<file path="config.mk">
export PLATFORM = sky130hd
export DESIGN_NAME = prsu_dist
export DESIGN_NICKNAME = d
export VERILOG_FILES = /design/src/prsu_pkg.sv /design/src/prsu_dist.sv
export SDC_FILE = /design/constraint.sdc
export NUM_CORES = 1
export LEC_CHECK = 0
export BUFFER_PORTS_ARGS = -buffer_cell sky130_fd_sc_hd__buf_2
export CAP_MARGIN = 10
export CORE_UTILIZATION = 45
export CTS_BUF_LIST = sky130_fd_sc_hd__clkbuf_8
export CTS_CLUSTER_DIAMETER = 40
export CTS_CLUSTER_SIZE = 25
export DETAILED_ROUTE_END_ITERATION = 8
export PLACE_DENSITY = 0.62
export SYNTH_ARGS = -nofsm -noshare
export SYNTH_HDL_FRONTEND = slang
export SYNTH_SLANG_ARGS = --single-unit
</file>
<file path="constraint.sdc">
create_clock -name clock -period 7.5 [get_ports clock]
set_clock_uncertainty 0.2 [all_clocks]
set_input_delay 1.125 -clock clock [delete_from_list [all_inputs] [get_ports clock]]
set_output_delay 1.125 -clock clock [all_outputs]
set_load 0.005 [all_outputs]
</file>
<file path="src/prsu_pkg.sv">
// ----------------------------------------------------------------------------
// prsu_pkg
// Types and fixed field widths of the point radius suppression unit.
// ----------------------------------------------------------------------------
package prsu_pkg;

   localparam int COORD_BITS   = 16;
   localparam int STR_BITS     = 16;
   localparam int IDX_BITS     = 8;
   localparam int TOTAL_BITS   = 9;
   localparam int VERDICT_BITS = 3;
   localparam int ENTRY_BITS   = 2 * COORD_BITS + STR_BITS;
   localparam int SQ_BITS      = 2 * COORD_BITS;

   // Request stream packing.
   localparam int REQ_DATA_BITS = 56;
   localparam int REQ_USER_BITS = 2;
   localparam int REQ_X_LSB     = 0;
   localparam int REQ_Y_LSB     = REQ_X_LSB + COORD_BITS;
   localparam int REQ_S_LSB     = REQ_Y_LSB + COORD_BITS;
   localparam int REQ_IDX_LSB   = REQ_S_LSB + STR_BITS;
   localparam int REQ_FUNC_BIT  = 0;
   localparam int REQ_START_BIT = 1;

   // Response stream packing.
   localparam int RSP_DATA_BITS = 72;
   localparam int RSP_USER_BITS = VERDICT_BITS;
   localparam int RSP_SLOT_LSB  = 0;
   localparam int RSP_TOTAL_LSB = RSP_SLOT_LSB + IDX_BITS;
   localparam int RSP_X_LSB     = RSP_TOTAL_LSB + TOTAL_BITS;
   localparam int RSP_S_MSB     = RSP_X_LSB + 2 * COORD_BITS + STR_BITS - 1;
   localparam int RSP_PAD_BITS  = RSP_DATA_BITS - (RSP_S_MSB + 1);

   // Configuration port.
   localparam int CSR_ADDR_BITS = 1;
   localparam int CSR_DATA_BITS = 16;
   localparam logic [CSR_ADDR_BITS-1:0] CSR_RADIUS = 1'b0;
   localparam logic [CSR_ADDR_BITS-1:0] CSR_KEEP   = 1'b1;

   localparam logic FUNC_READ = 1'b1;

   typedef enum logic [VERDICT_BITS-1:0] {
      VERDICT_APPENDED   = 3'd0,
      VERDICT_SUPPRESSED = 3'd1,
      VERDICT_REPLACED   = 3'd2,
      VERDICT_FULL       = 3'd3,
      VERDICT_READ       = 3'd4
   } prsu_verdict_type;

   typedef enum logic [2:0] {
      ST_IDLE,
      ST_DISPATCH,
      ST_READ,
      ST_SCAN,
      ST_APPEND,
      ST_DECIDE,
      ST_DONE
   } prsu_state_type;

   // Status of the distance compare pipeline.
   typedef struct packed {
      logic hit;
      logic busy;
   } prsu_dist_stat_type;

endpackage

</file>
<file path="src/prsu_dist.sv">
// ----------------------------------------------------------------------------
// prsu_dist
// Two-stage squared-distance compare of the offered point against one stored
// entry per cycle.
// ----------------------------------------------------------------------------
module prsu_dist #(
   parameter int AW = 8
) (
   input  logic                               clock,
   input  logic                               reset,
   input  logic                               flush,
   input  logic                               in_valid,
   input  logic [AW-1:0]                      in_idx,
   input  logic [prsu_pkg::ENTRY_BITS-1:0]    in_entry,
   input  logic [prsu_pkg::COORD_BITS-1:0]    pos_x,
   input  logic [prsu_pkg::COORD_BITS-1:0]    pos_y,
   input  logic [prsu_pkg::SQ_BITS-1:0]       radius_sq,
   output prsu_pkg::prsu_dist_stat_type       stat,
   output logic [AW-1:0]                      hit_idx,
   output logic [prsu_pkg::STR_BITS-1:0]      hit_str
);

   import prsu_pkg::*;

   logic                  v2_ff, v2_in, v3_ff, v3_in;
   logic [AW-1:0]         idx2_ff, idx3_ff;
   logic [STR_BITS-1:0]   str2_ff, str3_ff;
   logic [COORD_BITS-1:0] dx2_ff, dx2_in, dy2_ff, dy2_in;
   logic [SQ_BITS-1:0]    sqx3_ff, sqy3_ff;
   logic [COORD_BITS-1:0] ex, ey;
   logic [COORD_BITS:0]   ddx, ddy, mdx, mdy;
   logic [SQ_BITS:0]      dist_sq;

   assign ex = in_entry[COORD_BITS-1:0];
   assign ey = in_entry[2*COORD_BITS-1:COORD_BITS];

   // Signed differences are one bit wider; their magnitude always fits the
   // coordinate width.
   always_comb begin
      ddx    = {pos_x[COORD_BITS-1], pos_x} - {ex[COORD_BITS-1], ex};
      ddy    = {pos_y[COORD_BITS-1], pos_y} - {ey[COORD_BITS-1], ey};
      mdx    = ddx[COORD_BITS] ? (~ddx + 1'b1) : ddx;
      mdy    = ddy[COORD_BITS] ? (~ddy + 1'b1) : ddy;
      dx2_in = mdx[COORD_BITS-1:0];
      dy2_in = mdy[COORD_BITS-1:0];
      v2_in  = in_valid && !flush;
      v3_in  = v2_ff && !flush;
   end

   always_ff @(posedge clock) begin
      if (reset) begin
         v2_ff <= 1'b0;
         v3_ff <= 1'b0;
      end else begin
         v2_ff <= v2_in;
         v3_ff <= v3_in;
      end
      idx2_ff <= in_idx;
      str2_ff <= in_entry[ENTRY_BITS-1:2*COORD_BITS];
      dx2_ff  <= dx2_in;
      dy2_ff  <= dy2_in;
      idx3_ff <= idx2_ff;
      str3_ff <= str2_ff;
      sqx3_ff <= SQ_BITS'(dx2_ff) * SQ_BITS'(dx2_ff);
      sqy3_ff <= SQ_BITS'(dy2_ff) * SQ_BITS'(dy2_ff);
   end

   assign dist_sq   = {1'b0, sqx3_ff} + {1'b0, sqy3_ff};
   assign stat.hit  = v3_ff && (dist_sq < {1'b0, radius_sq});
   assign stat.busy = v2_ff || v3_ff;
   assign hit_idx   = idx3_ff;
   assign hit_str   = str3_ff;

endmodule

</file>
* After elaboration in Yosys (flattened, before gate mapping)
Index checks and enable logic that the tools add are counted.
** Word-level totals
- Register bits after elaboration :: 146
- Input bits :: 124
- Output and inout port bits :: 26
** Cells by class
- Add/sub/neg operators :: 5
- Multiply operators :: 2
- Magnitude comparators :: 1
- Muxes and demuxes :: 2
- Bitwise logic cells :: 2
- Reduce and logical (&&, ||, !) cells :: 5
** Operator list (number)
- 16-bit by 16-bit multiplier with 32-bit output :: 2
- 16-bit by 16-bit subtractor with 17-bit output :: 2
- 32-bit by 32-bit adder with 33-bit output :: 1
- 33-bit by 32-bit less-than comparator with 1-bit output :: 1
- 16-bit by 1-bit adder with 16-bit output, second input constant :: 2
- 16-bit two-way mux :: 2
- 16-bit inverter :: 2
- 1-bit logical AND :: 3
- 1-bit logical NOT :: 1
- 1-bit logical OR :: 1

* Logic depth before layout (Yosys ltp)
Gate-level depths: netlist of run 1.
- Word-level depth :: 4
- Depth in mapped cells :: 25

* Worst setup path after synthesis of run 1
Ideal clock, no wire load.
- Path type :: register to register
- Start :: register dy2_ff[1]
- End :: register sqy3_ff[25]
- Library setup time :: 0.093 ns
- Arrival :: 6.034 ns
- Data required time :: 7.207 ns
- Path slack :: 1.173 ns
- Stages on the path, launching flop included :: 25
- Period minus slack after synthesis :: 6.327 ns
- Path through :: dfxtp_1 clkbuf_1 clkbuf_1 and2_1 fa_1 inv_1 fa_1 inv_1 fa_1 inv_1 fa_1 inv_1 fa_1 inv_1 fa_1 inv_1 ha_1 and3_1 a31oi_1 o21ai_1 a311o_1 a221o_1 a31oi_2 nor3_1 o311ai_2
** On the way
- Cells in the longest elaborated chain, start to end :: 1
** Ends and longest elaborated chain
- from (decl) :: RTL line prsu_dist.sv:28 : logic [COORD_BITS-1:0] dx2_ff, dx2_in, dy2_ff, dy2_in;
- from (signal assigned) :: RTL line prsu_dist.sv:61 : dy2_ff <= dy2_in;
- 16-bit by 16-bit multiplier with 32-bit output :: RTL line prsu_dist.sv:65 : sqy3_ff <= SQ_BITS'(dy2_ff) * SQ_BITS'(dy2_ff);
- to (signal assigned) :: RTL line prsu_dist.sv:65
- to (decl) :: RTL line prsu_dist.sv:29 : logic [SQ_BITS-1:0] sqx3_ff, sqy3_ff;
No other way between the ends.
A chain may end at the register's enable or synchronous reset.

* Worst setup path in the final report of run 1
- Start :: register dx2_ff[11]
- End :: register sqx3_ff[28]
** On the way
- Cells in the longest elaborated chain, start to end :: 1
** Ends and longest elaborated chain
- from (decl) :: RTL line prsu_dist.sv:28
- from (signal assigned) :: RTL line prsu_dist.sv:60 : dx2_ff <= dx2_in;
- 16-bit by 16-bit multiplier with 32-bit output :: RTL line prsu_dist.sv:64 : sqx3_ff <= SQ_BITS'(dx2_ff) * SQ_BITS'(dx2_ff);
- to (signal assigned) :: RTL line prsu_dist.sv:64
- to (decl) :: RTL line prsu_dist.sv:29
No other way between the ends.

==> results.md, run 1 <==
* Outcome: complete, no violations
* Global Route Usage Sum at 18.9%
* Metal3 WL at 1630 um
* DRT iter0 DRCs at 728
* Critical path's largest stage delay at 0.71 ns
* CP arrival at 7.24 ns
* YS warnings at 0
* Drt via density at 5.08
* Crit-path max FO at 15
* Asr flop ratio synth at 0%
* Number of synthesized flops with an enable pin at 0
* H-tree depth at 4
* Core area at 47,600 um^2
* P&R area growth vs syn at 8.56%
* Crit path max-delay family: adder cells
* Initial antenna violation count at 0
* Antenna Violating Nets Remaining at 0
* R2R Path End: sqx3_ff[28]
* Endpoints failing hold at 0
* GP Congestion at 0.891
* Hold Path Class: flop to flop
* Slew Viols, Final at 0
* DR DRC count at 0
* Cell count after synthesis at 2,405
* Worst path slowest cell: dfxtp_1
* Crit share post-route at 93.2%
* Vias in the first global route at 16,456
* Mapped cell area at 21,700 um^2
* Post-synth cell types at 79
* Hold EP: hit_idx[6]
* Largest net degree at the start of global routing at 20
* Seq cells post-synth at 144
* Clk sinks at 144
* Fin crit period at 6.99 ns
* Flop2flop setup slack at 0.51 ns
* I/O Buffers at 149
* Post-cts resize count at 0
* Fmax at 143 MHz
* Layout cells sized above 1 at 9.17%
* Post-route setup TNS at 0 ns
* Avg Cell Area, Syn at 9.01 um^2
* Row Count at 80
* Final HPWL DP at 37,600 um
* Clock transition at path regs at 0.10 ns
* Root Driver: clkbuf_8
* CP bufs+invs at 3
* Dominant synthesized flop cell: dfxtp_1
* Measured slew at the worst slew-check pin at 1.14 ns
* Post-Route WL at 43,900 um
* Post-Syn Nets at 3,155
* Top Metal Used: met4
* Hold Path Depth at 0
* Total Nets Final at 3,289
* Register-to-Register Path Depth at 20
* Critical path capture point type: flop
* Num CTS Buffers at 17
* Metal-1 WL at 20,700 um
* MaxCap Viol Count at 0
* Post-synthesis sequential area ratio at 13.3%
* Die Wd at 221 um
* Max Buffers Root-to-Sink at 2
* RSZ-0062 raised after global routing: false
* CTS tree: built
* # hold bufs at CTS at 0
* Min-delay src: idx2_ff[6]
* CP Class: flop to flop
* Remaining Overflow, GRT at 0
* Antenna cells at 0
* Worst path cell trace: nand2_1, fa_1, fa_1, inv_1, fa_1, fa_1, fa_1, inv_1, fa_1, inv_1, ha_1, a21oi_1, a21boi_0, o31a_1, a311oi_1, o2bb2ai_1, o211ai_1, a21o_1, a21oi_1, xnor2_1
* First-pass GRT wire length at 76,200 um
* Die area at 49,000 um^2
* Via count at 16,083
* Final setup viols at 0
* Post-CTS Setup Inserts at 0
* Die H at 221 um
* Worst EP required at 7.75 ns
* Start point of the critical path: dx2_ff[11]
* Drt wl/cell at 13.8 um
* Worst-Skew Late Latency at 0.52 ns
* Critical path startpoint category: flop
* IO Pins at 150
* Drt first pass iters at 7
* Cell mode on critical path: fa_1
* Rel. slew slack at 23.7%
* Met2 WL at 20,900 um
* Initial core utilization at 45.5%
* FF-to-FF Start: dx2_ff[11]
[synth_stat cells, types with 5 or more instances]
cell type,count,area share [%]
a21oi_1,89,2.1
fa_1,326,30
dfxtp_1,144,13
nand3_1,24,0.55
o21a_1,27,0.94
a21o_1,53,1.8
and2_1,77,2.2
nand2b_1,18,0.52
clkbuf_1,44,0.76
or2_2,13,0.38
xnor2_1,100,4.0
nor2_1,107,1.9
o21ai_0,48,1.1
nor3b_1,5,0.17
nor3_1,26,0.60
a31oi_1,12,0.35
o21ai_1,8,0.18
inv_1,585,10
xor2_1,35,1.4
a211oi_1,10,0.35
or3_1,7,0.20
o21bai_1,11,0.38
o211ai_1,7,0.24
nand2_1,181,3.1
o31ai_1,7,0.24
and3_1,9,0.26
ha_1,300,17
nor2b_1,26,0.75
nand4_1,19,0.55
[how the worst max path moves through the flow]
stage / end / slack [ns] / cells past startpoint
final: sqx3_ff[28] / 0.51 / 20
after detailed placement: sqx3_ff[28] / 0.64 / 20
after global routing: sqx3_ff[28] / 0.16 / 20
after floorplan: sqy3_ff[25] / 1.17 / 24
after global placement: sqx3_ff[28] / 0.76 / 20
after CTS: sqx3_ff[28] / 0.58 / 20
[layer usage]
layer | vias to the layer above | GRT usage (%)
met5 | - | 0
li1 | 7826 | -
met4 | 0 | 4.67
met1 | 7929 | 26.2
met2 | 291 | 31.4
met3 | 37 | 2.36
[cells by family (layout without fill, tap and decap cells)]
group                      after synthesis  count (layout)  share of synthesized area (%)
DFF                                    144             144                           13.3
muxes                                    4               4                          0.208
xor gates and xnor gates               135             135                           5.46
buffers and inverters                  630             777                           10.9
adders and majority gates              626             626                           47.5
AOI/OAI and AO/OA                      334             334                           10.6
and+or+nand+nor                        532             532                           12.0
[per-stage QoR]
stage / util [%] / hold slack (ns) / setup slack (ns) / cells / instance area (um^2)
floorplan: - / 0.110 / 1.17 / 2405 / 21700
global placement: 48.5 / 0.110 / 0.756 / 3135 / 23100
detailed placement: 48.5 / 0.112 / 0.639 / 3135 / 23100
CTS: 49.4 / 0.133 / 0.584 / 3167 / 23500
global route: 49.4 / 0.139 / 0.164 / 3167 / 23500
finish: 49.4 / 0.132 / 0.509 / 3167 / 23500
[cell type report]
cell class	instances	area [um^2]
clock buffer	17	234
clock inverter	15	193
tap	615	769
timing repair buffer	160	828
fill	4475	24100
sequential	144	2880
multi-input combinational	1631	16400
inverter	585	2200
[placed cells by master (no fill, tap or decap), types with 11 or more instances in the layout]
cell type | synthesis | layout
inv_1 | 585 | 585
buf_2 | 1 | 149
xor2_1 | 35 | 35
nand2_1 | 181 | 181
nand4_1 | 19 | 19
buf_4 | 0 | 11
dfxtp_1 | 144 | 144
a21o_1 | 53 | 53
clkbuf_8 | 0 | 17
nor2b_1 | 26 | 26
nor2_1 | 107 | 107
ha_1 | 300 | 300
nand3_1 | 24 | 24
a31oi_1 | 12 | 12
xnor2_1 | 100 | 100
nand2b_1 | 18 | 18
o21bai_1 | 11 | 11
fa_1 | 326 | 326
o21a_1 | 27 | 27
o21ai_0 | 48 | 48
nor3_1 | 26 | 26
and2_1 | 77 | 77
or2_2 | 13 | 13
a21oi_1 | 89 | 89
[state kept, by name (all words and copies together) (netlist names)]
name,flops
hit_idx,8
sqy3_ff,31
sqx3_ff,31
dy2_ff,16
dx2_ff,16
idx2_ff,8
v3_ff,1
str2_ff,16
hit_str,16
v2_ff,1
Power of run 1 is not shown: default switching activity piles up to over one toggle a cycle in this logic, so the estimate is an artifact.
==> inputs of run 2 (changes only) <==
CORE_UTILIZATION = 64   (was 45)
PLACE_DENSITY = 0.84   (was 0.62)
==> results.md, run 2 (synthesized netlist as in run 1, its figures left out) <==
* Post-cts resize count at 0 (unchanged)
* Max Buffers Root-to-Sink at 2 (unchanged)
* CP bufs+invs at 5 (+2)
* Drt wl/cell at 14.8 um (+7.0%)
* Post-CTS Setup Inserts at 0 (unchanged)
* Final setup viols at 0 (unchanged)
* Worst path slowest cell: dfxtp_1
* Routing usage on met1 at 34.9% (+8.7 points)
* Antenna Violating Nets Remaining at 0 (unchanged)
* Clk sinks at 144 (unchanged)
* Crit path max-delay family: adder cells
* Measured slew at the worst slew-check pin at 0.820 ns (-0.319 ns)
* Num CTS Buffers at 17 (unchanged)
* # hold bufs at CTS at 0 (unchanged)
* Layout cells sized above 1 at 9.06% (-0.11 points)
* CP arrival at 7.28 ns (+0.04 ns)
* I/O Buffers at 149 (unchanged)
* Drt first pass iters at 9 (+2)
* Rel. slew slack at 45.2% (+22 points)
* Remaining Overflow, GRT at 0 (unchanged)
* Post-Route WL at 44,400 um (+1.2%)
* DRT iter0 DRCs at 1,046 (+44%)
* Die area at 34,600 um^2 (-29%)
* MaxCap Viol Count at 0 (unchanged)
* Antenna cells at 0 (unchanged)
* Critical path startpoint category: flop
* CTS tree: built
* DR DRC count at 2 (+2)
* Core area at 33,400 um^2 (-30%)
* Worst-Skew Late Latency at 0.49 ns (-0.03 ns)
* Initial antenna violation count at 0 (unchanged)
* Met2 Use GR at 49.0% (+18 points)
* GP Congestion at 0.905 (+1.5%)
* Most frequent cells in the layout: 585 x inv_1, 326 x fa_1, 300 x ha_1, 181 x nand2_1, 149 x buf_2
* Die H at 186 um (-16%)
* Met3 Usage GRT at 3.46% (+1.1 points)
* CP Class: flop to flop
* Critical path's largest stage delay at 0.73 ns (+0.02 ns)
* IO Pins at 150 (unchanged)
* Fmax at 141 MHz (-1.2%)
* Slew Viols, Final at 0 (unchanged)
* Crit share post-route at 94.3% (+1.1 points)
* Vias in the first global route at 17,069 (+3.7%)
* Via count at 16,421 (+2.1%)
* Worst EP required at 7.70 ns (-0.05 ns)
* Drt via density at 5.48 (+7.9%)
* Root Driver: clkbuf_8
* Fin crit period at 7.07 ns (+0.0833 ns)
* Die Wd at 186 um (-16%)
* Largest net degree at the start of global routing at 20 (unchanged)
* First-pass GRT wire length at 76,400 um (+0.26%)
* Final HPWL DP at 37,200 um (-1.0%)
* Failing checks: design-rule violations
* Total Nets Final at 3,286 (-0.091%)
* Global Route Usage Sum at 27.6% (+8.7 points)
* H-tree depth at 4 (unchanged)
* Row Count at 67 (-16%)
* Critical path capture point type: flop
* Post-route setup TNS at 0 ns (unchanged)
* Grt peak-use layer: met2
* Outcome: finished, violations left
* Commonest non-fill, non-tap cell in the layout: inv_1
* Endpoints failing hold at 0 (unchanged)
* Worst path cell trace: nand2_1, fa_1, inv_1, fa_1, inv_1, fa_1, inv_1, fa_1, fa_1, inv_1, fa_1, inv_1, ha_1, a21oi_1, o21ai_0, o2111ai_1, nor3b_1, o21ai_1, a211oi_1, o21ai_1, a21oi_1, xnor2_1
* Largest regs: sqx3_ff: 31 flops, sqy3_ff: 31 flops
* Cell mode on critical path: fa_1
* RSZ-0062 raised after global routing: false
* Initial core utilization at 64.8% (+19 points)
* Crit-path max FO at 17 (+2)
* P&R area growth vs syn at 7.38%
* Hold slack at 0.128 ns (-0.00442 ns)
* Hold Path Class: flop to flop
* Clock transition at path regs at 0.11 ns (about the same)
==> run 2: worst paths after layout <==
check | slack, ns | endpoint | depth (start not counted) | startpoint
worst max-delay path | 0.43 | sqx3_ff[31] | 22 | dx2_ff[5]
worst min-delay path | 0.13 | hit_idx[6] | 0 | idx2_ff[6]
worst max register to register | 0.43 | sqx3_ff[31] | 22 | dx2_ff[5]
worst min register to register | 0.13 | hit_idx[6] | 0 | idx2_ff[6]
==> run 2: per-stage QoR <==
step / util, % / setup WS [ns] / cell area [um^2] / cells
CTS: 69.5 / 0.545 / 23200 / 2995
finish: 69.5 / 0.426 / 23300 / 2997
floorplan: - / 1.17 / 21700 / 2405
detailed placement: 68.3 / 0.603 / 22800 / 2963
global route: 69.5 / 0.105 / 23300 / 2997
global placement: 68.3 / 0.823 / 22800 / 2963
==> run 2: area by class of cell <==
class / instances / area [um^2]
clock buffers: 17 / 234
clock inverters: 15 / 168
fillers: 2572 / 10200
inverters: 585 / 2200
multi-input cells: 1631 / 16400
flip-flops and latches: 144 / 2880
well taps: 448 / 561
repair buffers: 157 / 806
==> run 2: metal layers <==
metal,vias to the layer above,part of all wire [%],wire length [um]
met5,-,0,0
met4,0,2.2,994
met3,71,5.0,2240
met2,472,50,22300
met1,8065,42,18800
li1,7813,-,-
Power of run 2 is left out for the same reason.
==> inputs of run 3 (changes only) <==
CORE_UTILIZATION = 27   (was 64)
PLACE_DENSITY = 0.42   (was 0.84)
==> results.md, run 3 (synthesized netlist as in run 1, its figures left out) <==
* Outcome: complete, no violations
* Critical path startpoint category: flop
* Core area at 79,100 um^2 (+140%)
* Final HPWL DP at 42,000 um (+13%)
* MaxCap Viol Count at 0 (unchanged)
* Hold Path Class: flop to flop
* Max Buffers Root-to-Sink at 2 (unchanged)
* Clk sinks at 144 (unchanged)
* CP Class: flop to flop
* Global Route Usage Sum at 12.6% (-15 points)
* Critical path capture point type: flop
* CP bufs+invs at 5 (unchanged)
* Cell mode on critical path: fa_1
* Vias in the first global route at 16,942 (-0.74%)
* I/O Buffers at 149 (unchanged)
* Final setup viols at 0 (unchanged)
* Post-CTS Setup Inserts at 0 (unchanged)
* Antenna Violating Nets Remaining at 0 (unchanged)
* Place WS at 0.438 ns (-0.165 ns)
* Hold Path Depth at 0 (unchanged)
* R2R Path End: sqx3_ff[28]
* Worst path slowest cell: dfxtp_1
* Register-to-Register Path Depth at 22 (unchanged)
* Worst Setup Slack, final at 0.488 ns (+0.0618 ns)
* Placed Cells incl. Taps at 3,584 (+21%)
* Total Nets Final at 3,304 (+0.55%)
* Clock transition at path regs at 0.10 ns (about the same)
* H-tree depth at 4 (unchanged)
* Critical path's largest stage delay at 0.81 ns (+0.08 ns)
* Row Count at 103 (+54%)
* Rel. slew slack at 24.2% (-21 points)
* Flop2flop setup slack at 0.49 ns (+0.06 ns)
* Worst EP required at 7.79 ns (+0.09 ns)
* Crit-path max FO at 18 (+1)
* Measured slew at the worst slew-check pin at 1.14 ns (+0.316 ns)
* Post-Route WL at 48,600 um (+9.6%)
* DRT iter0 DRCs at 617 (-41%)
* DR DRC count at 0 (-2)
* Remaining Overflow, GRT at 0 (unchanged)
* Min-delay src: str2_ff[6]
* RSZ-0062 raised after global routing: false
* Drt via density at 4.41 (-19%)
* Worst-Skew Late Latency at 0.56 ns (+0.07 ns)
* P&R area growth vs syn at 11.5%
* Drt wl/cell at 13.4 um (-9.2%)
* FF-to-FF Start: dx2_ff[4]
* Via count at 15,970 (-2.7%)
* Die area at 81,400 um^2 (+140%)
* Hold EP: hit_str[6]
* Levels on crit path at 22 (unchanged)
* Fin crit period at 7.01 ns (-0.0618 ns)
* Crit share post-route at 93.5% (-0.82 points)
* Commonest non-fill, non-tap cell in the layout: inv_1
* Num CTS Buffers at 17 (unchanged)
* Drt first pass iters at 5 (-4)
* Die Wd at 285 um (+53%)
* Slew Viols, Final at 0 (unchanged)
* Initial antenna violation count at 1 (+1)
* Initial core utilization at 27.4% (-37 points)
* CP arrival at 7.30 ns (+0.02 ns)
* # hold bufs at CTS at 0 (unchanged)
* Largest net degree at the start of global routing at 20 (unchanged)
* GP Congestion at 0.830 (-8.2%)
* Largest regs: sqx3_ff: 31 flops, sqy3_ff: 31 flops
* Non-Filler Instances at 3,618 (+21%)
* Root Driver: clkbuf_8
* Crit path max-delay family: adder cells
* First-pass GRT wire length at 82,300 um (+7.8%)
* Post-cts resize count at 0 (unchanged)
* IO Pins at 150 (unchanged)
* Worst path cell trace: nand2_1, inv_1, fa_1, inv_1, fa_1, inv_1, fa_1, fa_1, fa_1, inv_1, fa_1, inv_1, ha_1, a21oi_1, a21boi_0, o31a_1, a311oi_1, o2bb2ai_1, o211ai_1, a21o_1, a21oi_1, xnor2_1
* Most frequent cells in the layout: 585 x inv_1, 326 x fa_1, 300 x ha_1, 181 x nand2_1, 149 x buf_2
* Post-route setup TNS at 0 ns (unchanged)
* Endpoints failing hold at 0 (unchanged)
* Layout cells sized above 1 at 9.74% (+0.68 points)
* Fmax at 143 MHz (+0.88%)
* Die H at 285 um (+53%)
* CTS tree: built
-- run 3: worst reg2reg max path: stages, from the launching register on --
cell,delay (ns)
dfxtp_1,0.81
nand2_1,0.21
inv_1,0.11
fa_1,0.40
inv_1,0.08
fa_1,0.41
inv_1,0.09
fa_1,0.45
fa_1,0.51
fa_1,0.49
inv_1,0.05
fa_1,0.47
inv_1,0.04
ha_1,0.35
a21oi_1,0.20
a21boi_0,0.15
o31a_1,0.29
a311oi_1,0.64
o2bb2ai_1,0.32
o211ai_1,0.19
a21o_1,0.18
a21oi_1,0.17
xnor2_1,0.13
-- run 3: stage by stage --
step / utilization, % / hold slack [ns] / instance area, um^2
global route: 30.5 / 0.143 / 24200
finish: 30.5 / 0.131 / 24200
floorplan: - / 0.110 / 21700
global placement: 30.0 / 0.110 / 23700
detailed placement: 30.0 / 0.112 / 23700
CTS: 30.5 / 0.135 / 24100
-- run 3: worst max path at each step --
stage,startpoint,endpoint,slack (ns)
after floorplan,dy2_ff[1],sqy3_ff[25],1.17
after global placement,dx2_ff[4],sqx3_ff[31],0.60
after detailed placement,dx2_ff[2],sqx3_ff[31],0.44
after CTS,dx2_ff[2],sqx3_ff[31],0.38
after global routing,dx2_ff[4],sqx3_ff[31],0.01
final,dx2_ff[4],sqx3_ff[28],0.49
-- run 3: final cells by class --
type                       instances  area, um^2
fill                            8453       55000
multi-input combinational       1631       16400
sequential                       144        2880
inverter                         585        2200
tap                             1050        1310
timing repair buffer             175         941
clock buffer                      19         262
clock inverter                    13         148
antenna                            1        2.50
-- run 3: per-layer routing --
metal / share of wire (%) / vias up / wire length (um) / track usage [%]
met5: 0 / - / 0 / 0
met3: 3.8 / 39 / 1840 / 2.21
met1: 48 / 7839 / 23200 / 16.8
met2: 47 / 240 / 22900 / 21.0
li1: - / 7852 / - / -
met4: 1.3 / 0 / 643 / 3.37
Power of run 3 is left out for the same reason.
